**config.mk**
```make
export PLATFORM = sky130hd
export DESIGN_NAME = packed_date_decoder
export DESIGN_NICKNAME = d
export VERILOG_FILES = /design/src/rtl/core/pdd_pkg.sv /design/src/rtl/core/pdd_year.sv /design/src/rtl/core/pdd_range.sv /design/src/rtl/core/pdd_month.sv /design/src/rtl/core/packed_date_decoder.sv
export SDC_FILE = /design/constraint.sdc
export NUM_CORES = 1
export LEC_CHECK = 0
export ABC_AREA = 1
export BUFFER_PORTS_ARGS = -buffer_cell sky130_fd_sc_hd__clkbuf_2
export CAP_MARGIN = 40
export CORE_UTILIZATION = 50
export DETAILED_ROUTE_END_ITERATION = 12
export PLACE_DENSITY = 0.7
export SYNTH_ARGS = -nofsm -noshare
export SYNTH_HDL_FRONTEND = slang
export SYNTH_SLANG_ARGS = --single-unit
export TNS_END_PERCENT = 20
```
**constraint.sdc**
```tcl
create_clock -name clock -period 6.8 [get_ports clock]
set_input_delay 0.34 -clock clock [delete_from_list [all_inputs] [get_ports clock]]
set_output_delay 0.34 -clock clock [all_outputs]
set_load 0.005 [all_outputs]
```
**src/rtl/core/pdd_pkg.sv**
```systemverilog
// pdd_pkg: types and constants for the packed date decoder.
// Used by every file under rtl/core; depends on nothing.
package pdd_pkg;

   // Transfer payloads
   typedef struct packed {
      logic [7:0]  year_byte;
      logic [15:0] day_number;
   } req_type;

   typedef struct packed {
      logic        date_empty;
      logic        date_invalid;
      logic [11:0] year_value;
      logic [3:0]  month_index;
      logic [15:0] day_value;
   } rsp_type;

   // Stage 1 -> stage 2
   typedef struct packed {
      logic        calendar;
      logic        empty;
      logic [8:0]  year_sum;
      logic [15:0] day_number;
   } s1_type;

   // Stage 2 -> stage 3
   typedef struct packed {
      logic        calendar;
      logic        empty;
      logic        in_range;
      logic [11:0] year;
      logic [8:0]  day_from_march;
      logic [15:0] day_number;
   } s2_type;

   // Configuration register indexes
   localparam logic CSR_YEAR_OFFSET   = 1'b0;
   localparam logic CSR_CALENDAR_MODE = 1'b1;

   localparam logic [11:0] BASE_YEAR      = 12'd1900;
   localparam logic [8:0]  YEAR_DAYS      = 9'd365;
   localparam logic [8:0]  JANFEB_DAYS    = 9'd59;
   localparam logic [8:0]  MARFEB_SHIFT   = YEAR_DAYS - JANFEB_DAYS;
   localparam logic [8:0]  CYCLE_DAYS     = 9'd153;
   localparam logic [8:0]  TWO_CYCLE_DAYS = 9'd306;
   localparam logic [7:0]  PAIR_DAYS      = 8'd61;
   localparam logic [7:0]  TWO_PAIR_DAYS  = 8'd122;
   localparam logic [5:0]  LONG_MONTH     = 6'd31;
   localparam logic [3:0]  NO_MONTH       = 4'd12;
   localparam logic [3:0]  MONTHS_TO_JAN  = 4'd10;
   localparam logic [3:0]  MAR_INDEX      = 4'd2;

   // Year sums (year - 1900) of century years that are not leap years
   localparam logic [8:0] SUM_Y1900 = 9'd0;
   localparam logic [8:0] SUM_Y2100 = 9'd200;
   localparam logic [8:0] SUM_Y2200 = 9'd300;
   localparam logic [8:0] SUM_Y2300 = 9'd400;

   localparam logic [8:0] HUNDRED   = 9'd100;
   localparam logic [8:0] HUNDRED_2 = 9'd200;
   localparam logic [8:0] HUNDRED_3 = 9'd300;
   localparam logic [8:0] HUNDRED_4 = 9'd400;
   localparam logic [8:0] HUNDRED_5 = 9'd500;

endpackage

```
**src/rtl/core/pdd_year.sv**
```systemverilog
// pdd_year: stage 1, adds the year offset and flags empty dates.
// Depends on pdd_pkg.
module pdd_year (
   input  logic            clock,
   input  logic            reset,
   input  logic            in_valid,
   input  pdd_pkg::req_type in_data,
   input  logic [7:0]      year_offset,
   input  logic            calendar_mode,
   output logic            s1_valid,
   output pdd_pkg::s1_type s1_data
);

   logic            valid_ff;
   pdd_pkg::s1_type data_ff, data_in;

   always_comb begin
      data_in.calendar   = calendar_mode;
      data_in.empty      = (in_data.year_byte == 8'd0) && (in_data.day_number[15:8] == 8'd0);
      data_in.year_sum   = {1'b0, in_data.year_byte} + {1'b0, year_offset};
      data_in.day_number = in_data.day_number;
   end

   always_ff @(posedge clock) begin
      if (reset) begin
         valid_ff <= 1'b0;
      end else begin
         valid_ff <= in_valid;
      end
   end

   always_ff @(posedge clock) begin
      data_ff <= data_in;
   end

   assign s1_valid = valid_ff;
   assign s1_data  = data_ff;

endmodule

```
**src/rtl/core/pdd_range.sv**
```systemverilog
// pdd_range: stage 2, leap year, day range check, year output and
// day count from 1 March. Depends on pdd_pkg.
module pdd_range (
   input  logic            clock,
   input  logic            reset,
   input  logic            s1_valid,
   input  pdd_pkg::s1_type s1_data,
   output logic            s2_valid,
   output pdd_pkg::s2_type s2_data
);

   logic            valid_ff;
   pdd_pkg::s2_type data_ff, data_in;
   logic            leap;
   logic [8:0]      last_day;
   logic [8:0]      janfeb_end;
   logic [8:0]      ord;
   logic [8:0]      yy;

   always_comb begin
      leap = (s1_data.year_sum[1:0] == 2'b00)
          && (s1_data.year_sum != pdd_pkg::SUM_Y1900)
          && (s1_data.year_sum != pdd_pkg::SUM_Y2100)
          && (s1_data.year_sum != pdd_pkg::SUM_Y2200)
          && (s1_data.year_sum != pdd_pkg::SUM_Y2300);
      last_day   = pdd_pkg::YEAR_DAYS + {8'd0, leap};
      janfeb_end = pdd_pkg::JANFEB_DAYS + {8'd0, leap};
      ord        = s1_data.day_number[8:0];

      // two-digit year: sum is at most 510
      if (s1_data.year_sum >= pdd_pkg::HUNDRED_5) begin
         yy = s1_data.year_sum - pdd_pkg::HUNDRED_5;
      end else if (s1_data.year_sum >= pdd_pkg::HUNDRED_4) begin
         yy = s1_data.year_sum - pdd_pkg::HUNDRED_4;
      end else if (s1_data.year_sum >= pdd_pkg::HUNDRED_3) begin
         yy = s1_data.year_sum - pdd_pkg::HUNDRED_3;
      end else if (s1_data.year_sum >= pdd_pkg::HUNDRED_2) begin
         yy = s1_data.year_sum - pdd_pkg::HUNDRED_2;
      end else if (s1_data.year_sum >= pdd_pkg::HUNDRED) begin
         yy = s1_data.year_sum - pdd_pkg::HUNDRED;
      end else begin
         yy = s1_data.year_sum;
      end

      data_in.calendar   = s1_data.calendar;
      data_in.empty      = s1_data.empty;
      data_in.day_number = s1_data.day_number;
      data_in.in_range   = (s1_data.day_number != 16'd0)
                        && (s1_data.day_number <= {7'd0, last_day});
      if (s1_data.calendar) begin
         data_in.year = pdd_pkg::BASE_YEAR + {3'd0, s1_data.year_sum};
      end else begin
         data_in.year = {3'd0, yy};
      end
      // January and February count after December
      if (ord <= janfeb_end) begin
         data_in.day_from_march = ord - 9'd1 + pdd_pkg::MARFEB_SHIFT;
      end else begin
         data_in.day_from_march = ord - 9'd1 - janfeb_end;
      end
   end

   always_ff @(posedge clock) begin
      if (reset) begin
         valid_ff <= 1'b0;
      end else begin
         valid_ff <= s1_valid;
      end
   end

   always_ff @(posedge clock) begin
      data_ff <= data_in;
   end

   assign s2_valid = valid_ff;
   assign s2_data  = data_ff;

endmodule

```
**src/rtl/core/pdd_month.sv**
```systemverilog
// pdd_month: stage 3, splits the March-based day count into month and
// day and drives the result register. Depends on pdd_pkg.
module pdd_month (
   input  logic             clock,
   input  logic             reset,
   input  logic             s2_valid,
   input  pdd_pkg::s2_type  s2_data,
   output logic             rsp_valid,
   output pdd_pkg::rsp_type rsp_data
);

   logic             valid_ff;
   pdd_pkg::rsp_type data_ff, data_in;
   logic [7:0]       r_cycle;
   logic [5:0]       r_pair;
   logic [4:0]       r_day;
   logic [3:0]       m_cycle, m_pair, m_mar;
   logic [3:0]       month;

   always_comb begin
      // 153-day cycles of five months; January and February sit in the third
      if (s2_data.day_from_march >= pdd_pkg::TWO_CYCLE_DAYS) begin
         r_cycle = 8'(s2_data.day_from_march - pdd_pkg::TWO_CYCLE_DAYS);
         m_cycle = 4'd10;
      end else if (s2_data.day_from_march >= pdd_pkg::CYCLE_DAYS) begin
         r_cycle = 8'(s2_data.day_from_march - pdd_pkg::CYCLE_DAYS);
         m_cycle = 4'd5;
      end else begin
         r_cycle = s2_data.day_from_march[7:0];
         m_cycle = 4'd0;
      end
      // 61-day month pairs
      if (r_cycle >= pdd_pkg::TWO_PAIR_DAYS) begin
         r_pair = 6'(r_cycle - pdd_pkg::TWO_PAIR_DAYS);
         m_pair = m_cycle + 4'd4;
      end else if (r_cycle >= pdd_pkg::PAIR_DAYS) begin
         r_pair = 6'(r_cycle - pdd_pkg::PAIR_DAYS);
         m_pair = m_cycle + 4'd2;
      end else begin
         r_pair = r_cycle[5:0];
         m_pair = m_cycle;
      end
      if (r_pair >= pdd_pkg::LONG_MONTH) begin
         r_day = 5'(r_pair - pdd_pkg::LONG_MONTH);
         m_mar = m_pair + 4'd1;
      end else begin
         r_day = r_pair[4:0];
         m_mar = m_pair;
      end
      month = (m_mar >= pdd_pkg::MONTHS_TO_JAN) ? (m_mar - pdd_pkg::MONTHS_TO_JAN)
                                                : (m_mar + pdd_pkg::MAR_INDEX);

      data_in.date_empty   = s2_data.empty;
      data_in.date_invalid = s2_data.calendar && !s2_data.in_range;
      data_in.year_value   = s2_data.year;
      if (s2_data.calendar && s2_data.in_range) begin
         data_in.month_index = month;
         data_in.day_value   = {11'd0, r_day} + 16'd1;
      end else begin
         data_in.month_index = pdd_pkg::NO_MONTH;
         data_in.day_value   = s2_data.day_number;
      end
   end

   always_ff @(posedge clock) begin
      if (reset) begin
         valid_ff <= 1'b0;
      end else begin
         valid_ff <= s2_valid;
      end
   end

   always_ff @(posedge clock) begin
      data_ff <= data_in;
   end

   assign rsp_valid = valid_ff;
   assign rsp_data  = data_ff;

endmodule

```
**src/rtl/core/packed_date_decoder.sv**
```systemverilog
// packed_date_decoder: three-stage pipeline that decodes a stored date.
// Path: a transfer is registered in stage 1, then stage 2, then the stage 3
// result register, which drives the rsp_valid strobe.
// Throughput: one transfer per cycle; busy is low except during reset,
// and the receiver cannot stall, so nothing ever backs up.
// Reset (synchronous, high): clears pipeline valid bits, year_offset=0,
// calendar_mode=0. Depends on pdd_pkg, pdd_year, pdd_range, pdd_month.
module packed_date_decoder (
   input  logic             clock,
   input  logic             reset,
   // request side
   input  logic             start,
   output logic             busy,
   input  pdd_pkg::req_type req_data,
   // result side: one-cycle strobe
   output logic             rsp_valid,
   output pdd_pkg::rsp_type rsp_data,
   // configuration writes
   input  logic             csr_write,
   input  logic             csr_index,
   input  logic [7:0]       csr_wdata
);

   logic            accept;
   logic [7:0]      year_offset_ff;
   logic            calendar_mode_ff;
   logic            s1_valid, s2_valid;
   pdd_pkg::s1_type s1_data;
   pdd_pkg::s2_type s2_data;

   // No stall path: only reset holds off a transfer
   assign busy   = reset;
   assign accept = start && !busy;

   // Config registers; the user must write them only while the pipeline is empty (not enforced here)
   always_ff @(posedge clock) begin
      if (reset) begin
         year_offset_ff   <= 8'd0;
         calendar_mode_ff <= 1'b0;
      end else if (csr_write) begin
         case (csr_index)
            pdd_pkg::CSR_YEAR_OFFSET:   year_offset_ff   <= csr_wdata;
            pdd_pkg::CSR_CALENDAR_MODE: calendar_mode_ff <= csr_wdata[0];
            default: ;
         endcase
      end
   end

   // Stage 1: year sum, empty flag
   pdd_year u_year (
      .clock         (clock),
      .reset         (reset),
      .in_valid      (accept),
      .in_data       (req_data),
      .year_offset   (year_offset_ff),
      .calendar_mode (calendar_mode_ff),
      .s1_valid      (s1_valid),
      .s1_data       (s1_data)
   );

   // Stage 2: leap year, range check, output year, March-based day
   pdd_range u_range (
      .clock    (clock),
      .reset    (reset),
      .s1_valid (s1_valid),
      .s1_data  (s1_data),
      .s2_valid (s2_valid),
      .s2_data  (s2_data)
   );

   // Stage 3: month/day split, result register
   pdd_month u_month (
      .clock     (clock),
      .reset     (reset),
      .s2_valid  (s2_valid),
      .s2_data   (s2_data),
      .rsp_valid (rsp_valid),
      .rsp_data  (rsp_data)
   );

   // Every transfer comes out of the pipeline as a result
   a_latency: assert property (@(posedge clock) disable iff (reset)
      accept |-> ##3 rsp_valid)
      else $error("transfer lost in pipeline");

   // No result without an earlier transfer
   a_no_spurious: assert property (@(posedge clock) disable iff (reset)
      rsp_valid |-> $past(accept, 3))
      else $error("result without transfer");

   // An invalid date never carries a month
   a_invalid_month: assert property (@(posedge clock) disable iff (reset)
      (rsp_valid && rsp_data.date_invalid) |-> (rsp_data.month_index == pdd_pkg::NO_MONTH))
      else $error("invalid date with month");

   // A decoded month carries a day of month 1..31
   a_day_range: assert property (@(posedge clock) disable iff (reset)
      (rsp_valid && (rsp_data.month_index != pdd_pkg::NO_MONTH))
         |-> ((rsp_data.day_value >= 16'd1) && (rsp_data.day_value <= 16'd31)
              && (rsp_data.month_index < pdd_pkg::NO_MONTH)))
      else $error("day of month out of range");

endmodule
```
* Word level (Yosys, flattened, before mapping) *
Cells that the tools add are included.
Widths: inputs -> output; s select.

cells by class
  add/subtract/negate cells = 23
  magnitude comparators = 13
  equality and inequality tests = 3
  muxes and demuxes = 19
  bitwise logic cells = 1
  reduce and logical (&&, ||, !) cells = 18

operators by type and width
  cell                   number
  $mux 9                 7
  $ge 9x9->1 const B     4
  $sub 9x9->9 const B    3
  $mux 4                 5
  $ge 9x8->1 const B     2
  $ne 9x9->1 const B     2
  $le 16x9->1            1
  $logic_not 8->1        2
  $mux 16                1
  $mux 8                 2
  $reduce_bool 16->1     1
  $add 11x9->12 const A  1
  $mux 6                 2
  $sub 6x6->6 const B    2
  $add 8x8->9            1
  $add 9x1->9 const A    1
  $add 9x9->9 const B    1
  $ge 9x7->1 const B     1
  $le 9x9->1             1
  $logic_and 1x1->1      9
  $ne 9x8->1 const B     1
  $reduce_bool 9->1      1
  $sub 9x1->9 const B    1
  $sub 9x7->9 const B    1
  21 further kinds       24

word-level totals
  flip-flop bits (word level) = 113
  input port bits = 37
  output and inout port bits = 36
  word-level logic and storage cells = 98

* Logic depth before layout (Yosys ltp) *
Gate-level depths: netlist of run 1.

  depth in word-level cells = 10
  gate-level depth with buffers = 32

* By module *
A second synthesis of run 1 with hierarchy kept.

second synthesis, totals
  cell total of the unflattened synthesis = 860
  area total of the unflattened synthesis = 6465.0 um2

modules (own cells, without submodules)
  module               times used  cells an instance  area each (um2)  seq. area each (um2)
  pdd_range            1           361                2683.8           820.8
  pdd_month            1           338                2382.3           700.7
  pdd_year             1           100                991.0            560.5
  packed_date_decoder  1           61                 407.9            180.2

* Least setup slack after synthesis of run 1 *
OpenSTA, ideal clock, no wires.

  path type = register -> register
  start = reg u_range.data_ff (netlist bit u_range.s2_data[17])
  end = reg u_month.data_ff (netlist bit u_month.rsp_data[19])
  arrival time = 3.251 ns
  setup slack = 3.427 ns
  stages on the path, launching flop included = 29
  buffers on the path = 1
  clock period less this slack = 3.373 ns
  cell sequence = dfxtp_1 inv_1 ha_1 nand2_1 nand2_1 nand2_2 nand2_2 nand2_4 nand2_8 nand3_1 nand3_4 nor2_4 nand2_1 nor2_2 nor2_4 buf_6 nand2_1 nand2_1 nand2_1 ha_1 nand4_4 nand2_8 nand2_2 o21ai_4 inv_2 ha_1 nand2_1 nand2_1 nand3b_1

between the ends
  word-level cells in the longest chain between the ends = 10

ends and longest elaborated chain
  what                                       line                              source
  from (decl)                                pdd_range.sv:13                   pdd_pkg::s2_type data_ff, data_in;
  from (signal assigned)                     pdd_range.sv:72                   data_ff <= data_in;
  $sub 8x8->8 or $ge 9x8->1 (tied branches)  pdd_month.sv:26, pdd_month.sv:25
  $mux 8 or $mux 3 (tied branches)           pdd_month.sv:25                   end else if (s2_data.day_from_march >= pdd_pkg::CYCLE_DAYS) begin
  $mux 8 or $mux 4 (tied branches)           pdd_month.sv:22                   if (s2_data.day_from_march >= pdd_pkg::TWO_CYCLE_DAYS) begin
  $ge 8x6->1, or another cell as far along   pdd_month.sv:36                   end else if (r_cycle >= pdd_pkg::PAIR_DAYS) begin
  $mux 6 or $mux 4 (tied branches)           pdd_month.sv:36
  $mux 6 or $mux 4 (tied branches)           pdd_month.sv:33                   if (r_cycle >= pdd_pkg::TWO_PAIR_DAYS) begin
  $ge 6x5->1 or $add 4x1->4 (tied branches)  pdd_month.sv:43, pdd_month.sv:45
  $mux 4 (*)                                 pdd_month.sv:43                   if (r_pair >= pdd_pkg::LONG_MONTH) begin
  $add 4x2->4, or another cell as far along  pdd_month.sv:51                   : (m_mar + pdd_pkg::MAR_INDEX);
  $mux 4 (*)                                 pdd_month.sv:50                   month = (m_mar >= pdd_pkg::MONTHS_TO_JAN) ? (m_mar - pdd_pkg::MONTHS_TO_JAN)
  to (signal assigned)                       pdd_month.sv:74                   data_ff <= data_in;
  to (decl)                                  pdd_month.sv:13                   pdd_pkg::rsp_type data_ff, data_in;

Every way passes the cells marked *; elsewhere a longest branch is shown, timed or not.
A chain may end at the register's enable or synchronous reset.

==> results of run 1 <==
[worst max-delay path: cells and delay by family, from the launching register on]
family / cells / cell delay (ns)
adder cells (fa/ha/maj): 3 / 0.68
AO/OA/AOI/OAI: 2 / 0.27
buffers and inverters: 3 / 0.21
flip-flops: 1 / 0.35
AND/OR/NAND/NOR: 20 / 2.14
[stage by stage]
stage	instances	total power, mW	setup slack [ns]
2_1_floorplan	747	1.981	3.427
3_3_place_gp	952	2.199	3.231
3_5_place_dp	952	2.244	3.072
4_1_cts	984	3.143	3.048
5_1_grt	984	3.361	2.721
6_report	984	3.125	3.052
[power breakdown]
group | total [mW] | leakage (nW) | switching [mW] | internal [mW]
Clock | 0.885 | 0.293 | 0.300 | 0.585
Combinational | 1.44 | 2.24 | 0.911 | 0.524
Sequential | 0.804 | 0.945 | 0.0562 | 0.748
[kinds of logic (layout without fill, tap and decap cells)]
logic type	count (synthesis)	count (layout)	synth area share
xor gates and xnor gates	46	46	0.07072
and+or+nand+nor	328	328	0.2726
buffers and inverters	114	208	0.07429
adders and majority gates	46	46	0.09906
AOI/OAI and AO/OA	99	99	0.1022
muxes	1	1	0.001679
DFF	113	113	0.3794
[metal layers]
layer,vias to the layer above,track usage
met2,103,0.3750
li1,2570,-
met3,19,0.04593
met5,-,0
met1,2279,0.2448
met4,0,0.1090
[cell usage in the layout (no fill, tap or decap), drive strengths merged]
cell      netlist  routed
nand2         178     178
dfxtp         113     113
inv           100     102
clkbuf          7      91
nor2           74      74
nand3          51      51
ha             44      44
a21oi          38      38
o21ai          34      34
xor2           33      33
xnor2          13      13
clkinv          4      10
nor3            9       9
nand4           7       7
o211ai          6       6
nor4            5       5
a31oi           4       4
o31ai           3       3
nand3b          3       3
bufinv          0       3
a41oi           2       2
o21a            2       2
a22oi           2       2
a211oi          2       2
fa              2       2
clkinvlp        0       2
a21o            1       1
mux2i           1       1
or2             1       1
o221ai          1       1
a221oi          1       1
o22ai           1       1
a2bb2oi         1       1
o2111ai         1       1
[layout make-up]
cell class / count / share of cell area
multi-input cells: 520 / 0.4619
flip-flops and latches: 113 / 0.3208
clock buffers: 19 / 0.06281
inverters: 104 / 0.05536
repair buffers: 72 / 0.05110
well taps: 143 / 0.02537
clock inverters: 13 / 0.02271
[worst paths after layout]
kind	startpoint	to	slack (ns)	depth (start not counted)
max	u_range.s2_data[17]	u_month.rsp_data[4]	3.05	28
min reg2reg	u_range.s2_data[28]	u_month.rsp_data[23]	0.32	0
min	req_data[3]	u_year.s1_data[3]	0.03	1
max reg2reg	u_range.s2_data[17]	u_month.rsp_data[4]	3.05	28
[state kept, by name, summed over array words and instances, names as in the netlist]
name and cells:
u_range.s2_data 40, u_year.s1_data 27, u_range.s2_valid 1, u_year.s1_valid 1, u_month.rsp_data 34, u_month.rsp_valid 1
calendar_mode_ff 1, year_offset_ff 8
==> impl_summary.log, run 1 <==
[metrics] delay of the slowest cell on the worst path: approximately 0.35 ns
[metrics] met3 wire len: 409 um
[metrics] number of global-route vias before repair: ~4900
[metrics] Final Critical Period: roughly 3.7 ns
[metrics] critical-path cell with the highest stage delay: sky130_fd_sc_hd__dfxtp_1
[metrics] type of the most critical hold path: input pin to flip-flop
[metrics] met2 routed wirelength: between 6 and 7 mm
[metrics] clock latency reported for the late side of the worst-skew pair: about 0.41 ns
[metrics] Post-Synthesis Cell Area: about 6000 um2
[metrics] area share of the largest cell type after synthesis: 0.3794
[metrics] number of nets at the end of the flow: 911
[metrics] core area: between 10000 and 15000 um2
[metrics] GPL Wtd Cong: ~0.94
[metrics] slew at the pin closest to its max-slew limit: 0.8831 ns
[metrics] Cells after Synth: roughly 750
[metrics] mean cell area of the mapped netlist: approximately 8 um2
[metrics] post-detailed-placement cell area: 6449 um2
[metrics] antenna violations before repair: 0
[metrics] post-CTS setup buffer count: 0
[metrics] Avg Vias per Cell: 5.052
[metrics] final cycle utilization of the critical path: 0.5512
[metrics] Setup Viol. Count Final: 0
[metrics] EDFF count, synth: 0
[metrics] crit path DAT: around 4.1 ns
[metrics] most repeated library cell on the critical path: sky130_fd_sc_hd__nand2_1
[metrics] GRT Util Overall: 0.2140
[metrics] Post-synth top cells: 150 x sky130_fd_sc_hd__nand2_1, 113 x sky130_fd_sc_hd__dfxtp_1, 85 x sky130_fd_sc_hd__inv_1, 65 x sky130_fd_sc_hd__nor2_1, 45 x sky130_fd_sc_hd__nand3_1
[metrics] Port Buf Inserts: 72
[metrics] Final Hold Violating Endpoints: 0
[metrics] critical-path maximum fanout: 12
[metrics] maximum capacitance violations: 0
[metrics] antenna-violating nets left: 0
[metrics] via count: ~5000
[metrics] starting density of the core: 0.5177
[metrics] antenna cells: 0
[metrics] clock transition at the registers of the reported paths: about 0.05 ns
[metrics] estimated wirelength of the detail-placed design: ~9.7 mm
[metrics] largest net degree at the start of global routing: 19
[metrics] share of final-layout standard cells stronger than drive strength 1: 0.2021
[metrics] vertical die dimension: about 110 um
[metrics] maximum clock skew at final layout: ~0.0094 ns
[metrics] register area: approximately 2300 um2
[metrics] worst supply voltage drop on vdd: between 0.0002 and 0.00025 V
[metrics] share of flip-flops with an asynchronous set or reset after synthesis: 0
[metrics] primary flip-flop cell chosen by synthesis mapping: sky130_fd_sc_hd__dfxtp_1
[metrics] first-pass GRT wire length: roughly 21 mm
[metrics] layout overhead on the synthesized area: 18.28%
[metrics] wire length per cell after detailed routing: ~13 um
[metrics] cell accounting for the most synthesized area: sky130_fd_sc_hd__dfxtp_1
[metrics] I/O pins: 73
[metrics] Placement Rows: 39
[metrics] relative max-transition margin: 0.4050
[metrics] final core area utilization: 0.6123
[metrics] buffer type at the clock tree root: sky130_fd_sc_hd__clkbuf_16
[metrics] Fmax achieved: 0.2668 GHz
[metrics] post-route setup TNS: 0 ns
[metrics] status: complete, but fails checks
[metrics] die extent in x: between 100 and 150 um
[metrics] Pre-antenna DRT Iters: 8
[metrics] crit path capture type: flip-flop
[metrics] Crit path required time: 7.11 ns
[metrics] Post-Route Hold Slack: around 0.032 ns
[metrics] Layout Cell Area excl Fill: roughly 7100 um2
[metrics] clock tree from TritonCTS: done
[metrics] number of filler instances in the final layout: about 1000
[metrics] first-iteration detailed-routing DRC count: between 200 and 250
[metrics] CTS resizes: 0
[metrics] startpoint type of the worst setup path: flip-flop
[metrics] number of warnings printed during yosys synthesis: 0
[metrics] number of flip-flops and latches in the synthesized netlist: roughly 110
[metrics] Max Slew Vio Count: 0
[metrics] number of nets in the synthesized netlist: 830
[metrics] number of sinks handled by clock tree synthesis: ~110
[metrics] most numerous cell in the Yosys netlist: sky130_fd_sc_hd__nand2_1
[metrics] areal power density over the cells: 443.1 nW/um2
[metrics] failing checks: design-rule violations
[metrics] Post-Route WL: about 12 mm
[metrics] Leak: 3.482 nW
[metrics] H-tree levels: 4
[metrics] length of routed wiring on met1: ~5.5 mm
[metrics] type of the setup path with the least slack: flip-flop to flip-flop
[metrics] total congestion overflow after global routing: 0
[metrics] top cells by area in the synthesized netlist: sky130_fd_sc_hd__dfxtp_1 38%, sky130_fd_sc_hd__nand2_1 9.4%, sky130_fd_sc_hd__ha_1 9.2%
[metrics] count of different cell masters after synthesis: 50
[metrics] area taken by multi-input logic gates: 3257 um2
[metrics] post-detailed-route DRC marker count: 2
[metrics] Total Die Area: between 10000 and 15000 um2
[metrics] proportion of synthesized chip area in sequential cells: 0.3794
[metrics] clock buffers created by TritonCTS: 17
[metrics] top routing layer in use: met4
[metrics] number of buffers on the longest clock path: 2
[metrics] unrepaired setup endpoints after global routing: false
[metrics] CTS hold repair buffers: 0
(Power assumes the default switching activity.)
==> run 2: changes to the inputs <==
PLACE_DENSITY = 0.73   (was 0.7)
clock period = 3.4 ns   (was 6.8 ns; I/O delays follow)
==> run 2 against run 1 <==
  * The run still ends with design-rule violations left
  * Hold slack got worse by 0.018 ns
  * Die area unchanged
  * Setup slack got worse by 3.0 ns
  * Critical path depth decreased by 1
  * Utilization increased by 6.2 points
  * Final cell count increased by 6.9%
  * Non-clock buffer count increased by 66
  * Clock-buffer cell count unchanged
  * Highest routed layer unchanged
==> impl_summary.log, run 2 (synthesis gave the netlist of run 1 again) <==
[metrics] areal power density over the cells: roughly 890 nW/um2
[metrics] estimated wirelength of the detail-placed design: 10.30 mm
[metrics] clock transition at the registers of the reported paths: roughly 0.060 ns
[metrics] antenna violations before repair: 0
[metrics] vertical die dimension: 111.2 um
[metrics] GRT Util Overall: 0.2390
[metrics] reg-to-reg critical path endpoint: u_month.rsp_data[3]
[metrics] type of the setup path with the least slack: flip-flop to flip-flop
[metrics] antenna-violating nets left: 0
[metrics] final core area utilization: 0.6745
[metrics] type of the most critical hold path: input pin to flip-flop
[metrics] Max Slew Vio Count: 0
[metrics] failing checks: design-rule violations
[metrics] Final Critical Period: between 3 and 4 ns
[metrics] slew at the pin closest to its max-slew limit: around 0.7 ns
[metrics] layout overhead on the synthesized area: 30.28%
[metrics] number of cells on the worst reg-to-reg path: 27
[metrics] post-detailed-route DRC marker count: 4
[metrics] Final Hold Violating Endpoints: 0
[metrics] launch instance of the worst min-delay path: csr_wdata[2]
[metrics] clock tree from TritonCTS: done
[metrics] antenna cells: 0
[metrics] Total Die Area: ~12000 um2
[metrics] die extent in x: ~110 um
[metrics] maximum clock skew at final layout: ~0.016 ns
[metrics] first-pass GRT wire length: approximately 24 mm
[metrics] total congestion overflow after global routing: 0
[metrics] number of sinks handled by clock tree synthesis: approximately 110
[metrics] startpoint type of the worst setup path: flip-flop
[metrics] core area: ~12000 um2
[metrics] status: complete, but fails checks
[metrics] hold path depth: 3
[metrics] worst-case setup margin in the final layout: approximately 0.0073 ns
[metrics] Crit path required time: between 3 and 4 ns
[metrics] largest net degree at the start of global routing: 19
[metrics] critical-path maximum fanout: 8
[metrics] starting density of the core: 0.5177
[metrics] Pre-antenna DRT Iters: 9
[metrics] Post-Route WL: between 10 and 15 mm
[metrics] unrepaired setup endpoints after global routing: true
[metrics] most frequent cells in the layout: 138 x sky130_fd_sc_hd__nand2_1, 108 x sky130_fd_sc_hd__dfxtp_1, 81 x sky130_fd_sc_hd__inv_1, 72 x sky130_fd_sc_hd__clkbuf_2, 63 x sky130_fd_sc_hd__nor2_1
[metrics] wire length per cell after detailed routing: ~14 um
[metrics] crit path capture type: flip-flop
[metrics] via count: approximately 5400
[metrics] most common library cell in the layout ignoring fill and taps: sky130_fd_sc_hd__nand2_1
[metrics] Placement Rows: 39
[metrics] crit path DAT: between 3 and 4 ns
[metrics] worst supply voltage drop on vdd: between 0.0004 and 0.0005 V
[metrics] first-iteration detailed-routing DRC count: ~360
[metrics] startpoint of the lowest-slack register-to-register path: u_range.s2_data[18]
[metrics] share of final-layout standard cells stronger than drive strength 1: 0.2761
[metrics] minimum setup slack after placement: -0.06910 ns
[metrics] maximum capacitance violations: 0
[metrics] H-tree levels: 4
[metrics] Post-Route Hold Slack: around 0.014 ns
[metrics] final cycle utilization of the critical path: 0.9978
[metrics] setup slack of the worst register-to-register path: between 0.007 and 0.008 ns
[metrics] Fmax achieved: between 0.2 and 0.3 GHz
[metrics] number of nets at the end of the flow: about 1000
[metrics] number of buffers on the longest clock path: 2
[metrics] number of global-route vias before repair: 5245
[metrics] clock latency reported for the late side of the worst-skew pair: about 0.42 ns
[metrics] number of flip-flops under the largest register name: 40
[metrics] Setup Viol. Count Final: 0
[metrics] Leak: about 3.8 nW
[metrics] Port Buf Inserts: 72
[metrics] relative max-transition margin: 0.5296
[metrics] Avg Vias per Cell: between 5 and 6
[metrics] GPL Wtd Cong: 0.8898
[metrics] clock buffers created by TritonCTS: 17
[metrics] I/O pins: 73
[metrics] end of the worst hold path: year_offset_ff[2]
[metrics] buffer type at the clock tree root: sky130_fd_sc_hd__clkbuf_16
-- run 2: cell type report --
class | instances | area (um2)
inverters | 104 | 401.6
clock inverters | 13 | 102.6
clock buffers | 19 | 452.9
fillers | 947 | 3749
flip-flops and latches | 113 | 2268
well taps | 143 | 178.9
multi-input cells | 522 | 3448
repair buffers | 138 | 914.6
-- run 2: repair_timing --
item,CTS,global route
cloned,0,2
pin swaps,5,20
endpoints found under the setup margin,5,11
endpoints found under the hold margin,23,0
hold buffers,22,0
gates resized for setup,8,44
buffers inserted,1,7
-- run 2: per-layer routing --
layer	wire length, um	GRT usage
met5	0	0
met4	276	0.09099
met3	605	0.05905
met2	7450	0.4267
met1	6042	0.2734
-- run 2: where the power goes --
group / internal [mW] / leakage [nW] / switching [mW]
Combinational: 1.56 / 2.58 / 2.16
Clock: 0.976 / 0.255 / 0.644
Sequential: 1.50 / 0.945 / 0.0939
Total: 4.04 / 3.78 / 2.89
-- run 2: how the worst max path moves through the flow --
| stage | from | to | slack (ns) | cells after the start |
|---|---|---|---|---|
| final | u_range.s2_data[18] | u_month.rsp_data[3] | 0.007 | 27 |
| after global routing | u_range.s2_data[17] | u_month.rsp_data[3] | -0.19 | 29 |
| after CTS | u_range.s2_data[18] | u_month.rsp_data[4] | 0.01 | 27 |
| after detailed placement | u_range.s2_data[17] | u_month.rsp_data[18] | -0.07 | 25 |
| after global placement | u_range.s2_data[17] | u_month.rsp_data[4] | 0.13 | 28 |
| after floorplan | u_range.s2_data[17] | u_month.rsp_data[19] | 0.03 | 28 |
-- run 2: per-stage QoR --
| stage | total power, mW | instances | area, um2 | TNS [ns] |
|---|---|---|---|---|
| 4_1_cts | 6.629 | 1043 | 7525 | 0 |
| 2_1_floorplan | 3.963 | 747 | 5962 | 0 |
| 3_3_place_gp | 4.837 | 988 | 6719 | 0 |
| 5_1_grt | 7.421 | 1052 | 7767 | -0.6902 |
| 3_5_place_dp | 4.916 | 988 | 6719 | -0.1754 |
| 6_report | 6.931 | 1052 | 7767 | 0 |
-- run 2: worst max-delay path, cell delays in order (launching register included) --
cell and delay [ns]:
sky130_fd_sc_hd__dfxtp_2 0.33, sky130_fd_sc_hd__inv_2 0.07, sky130_fd_sc_hd__ha_4 0.17, sky130_fd_sc_hd__nand2_1 0.07, sky130_fd_sc_hd__nand2_2 0.06, sky130_fd_sc_hd__nand2_2 0.10
sky130_fd_sc_hd__nand2_2 0.07, sky130_fd_sc_hd__nand2_4 0.12, sky130_fd_sc_hd__nand2_8 0.09, sky130_fd_sc_hd__nand3_1 0.10, sky130_fd_sc_hd__nand3_2 0.14, sky130_fd_sc_hd__nand2_2 0.11
sky130_fd_sc_hd__nand2_2 0.07, sky130_fd_sc_hd__buf_4 0.16, sky130_fd_sc_hd__inv_1 0.07, sky130_fd_sc_hd__a31oi_1 0.04, sky130_fd_sc_hd__nor2_1 0.20, sky130_fd_sc_hd__nand2_4 0.10
sky130_fd_sc_hd__xnor2_4 0.29, sky130_fd_sc_hd__nand2_8 0.12, sky130_fd_sc_hd__buf_4 0.15, sky130_fd_sc_hd__buf_4 0.14, sky130_fd_sc_hd__inv_2 0.06, sky130_fd_sc_hd__nand2_1 0.06
sky130_fd_sc_hd__nand2_2 0.10, sky130_fd_sc_hd__nand4_1 0.13, sky130_fd_sc_hd__nand3_1 0.10, sky130_fd_sc_hd__nand2_1 0.06
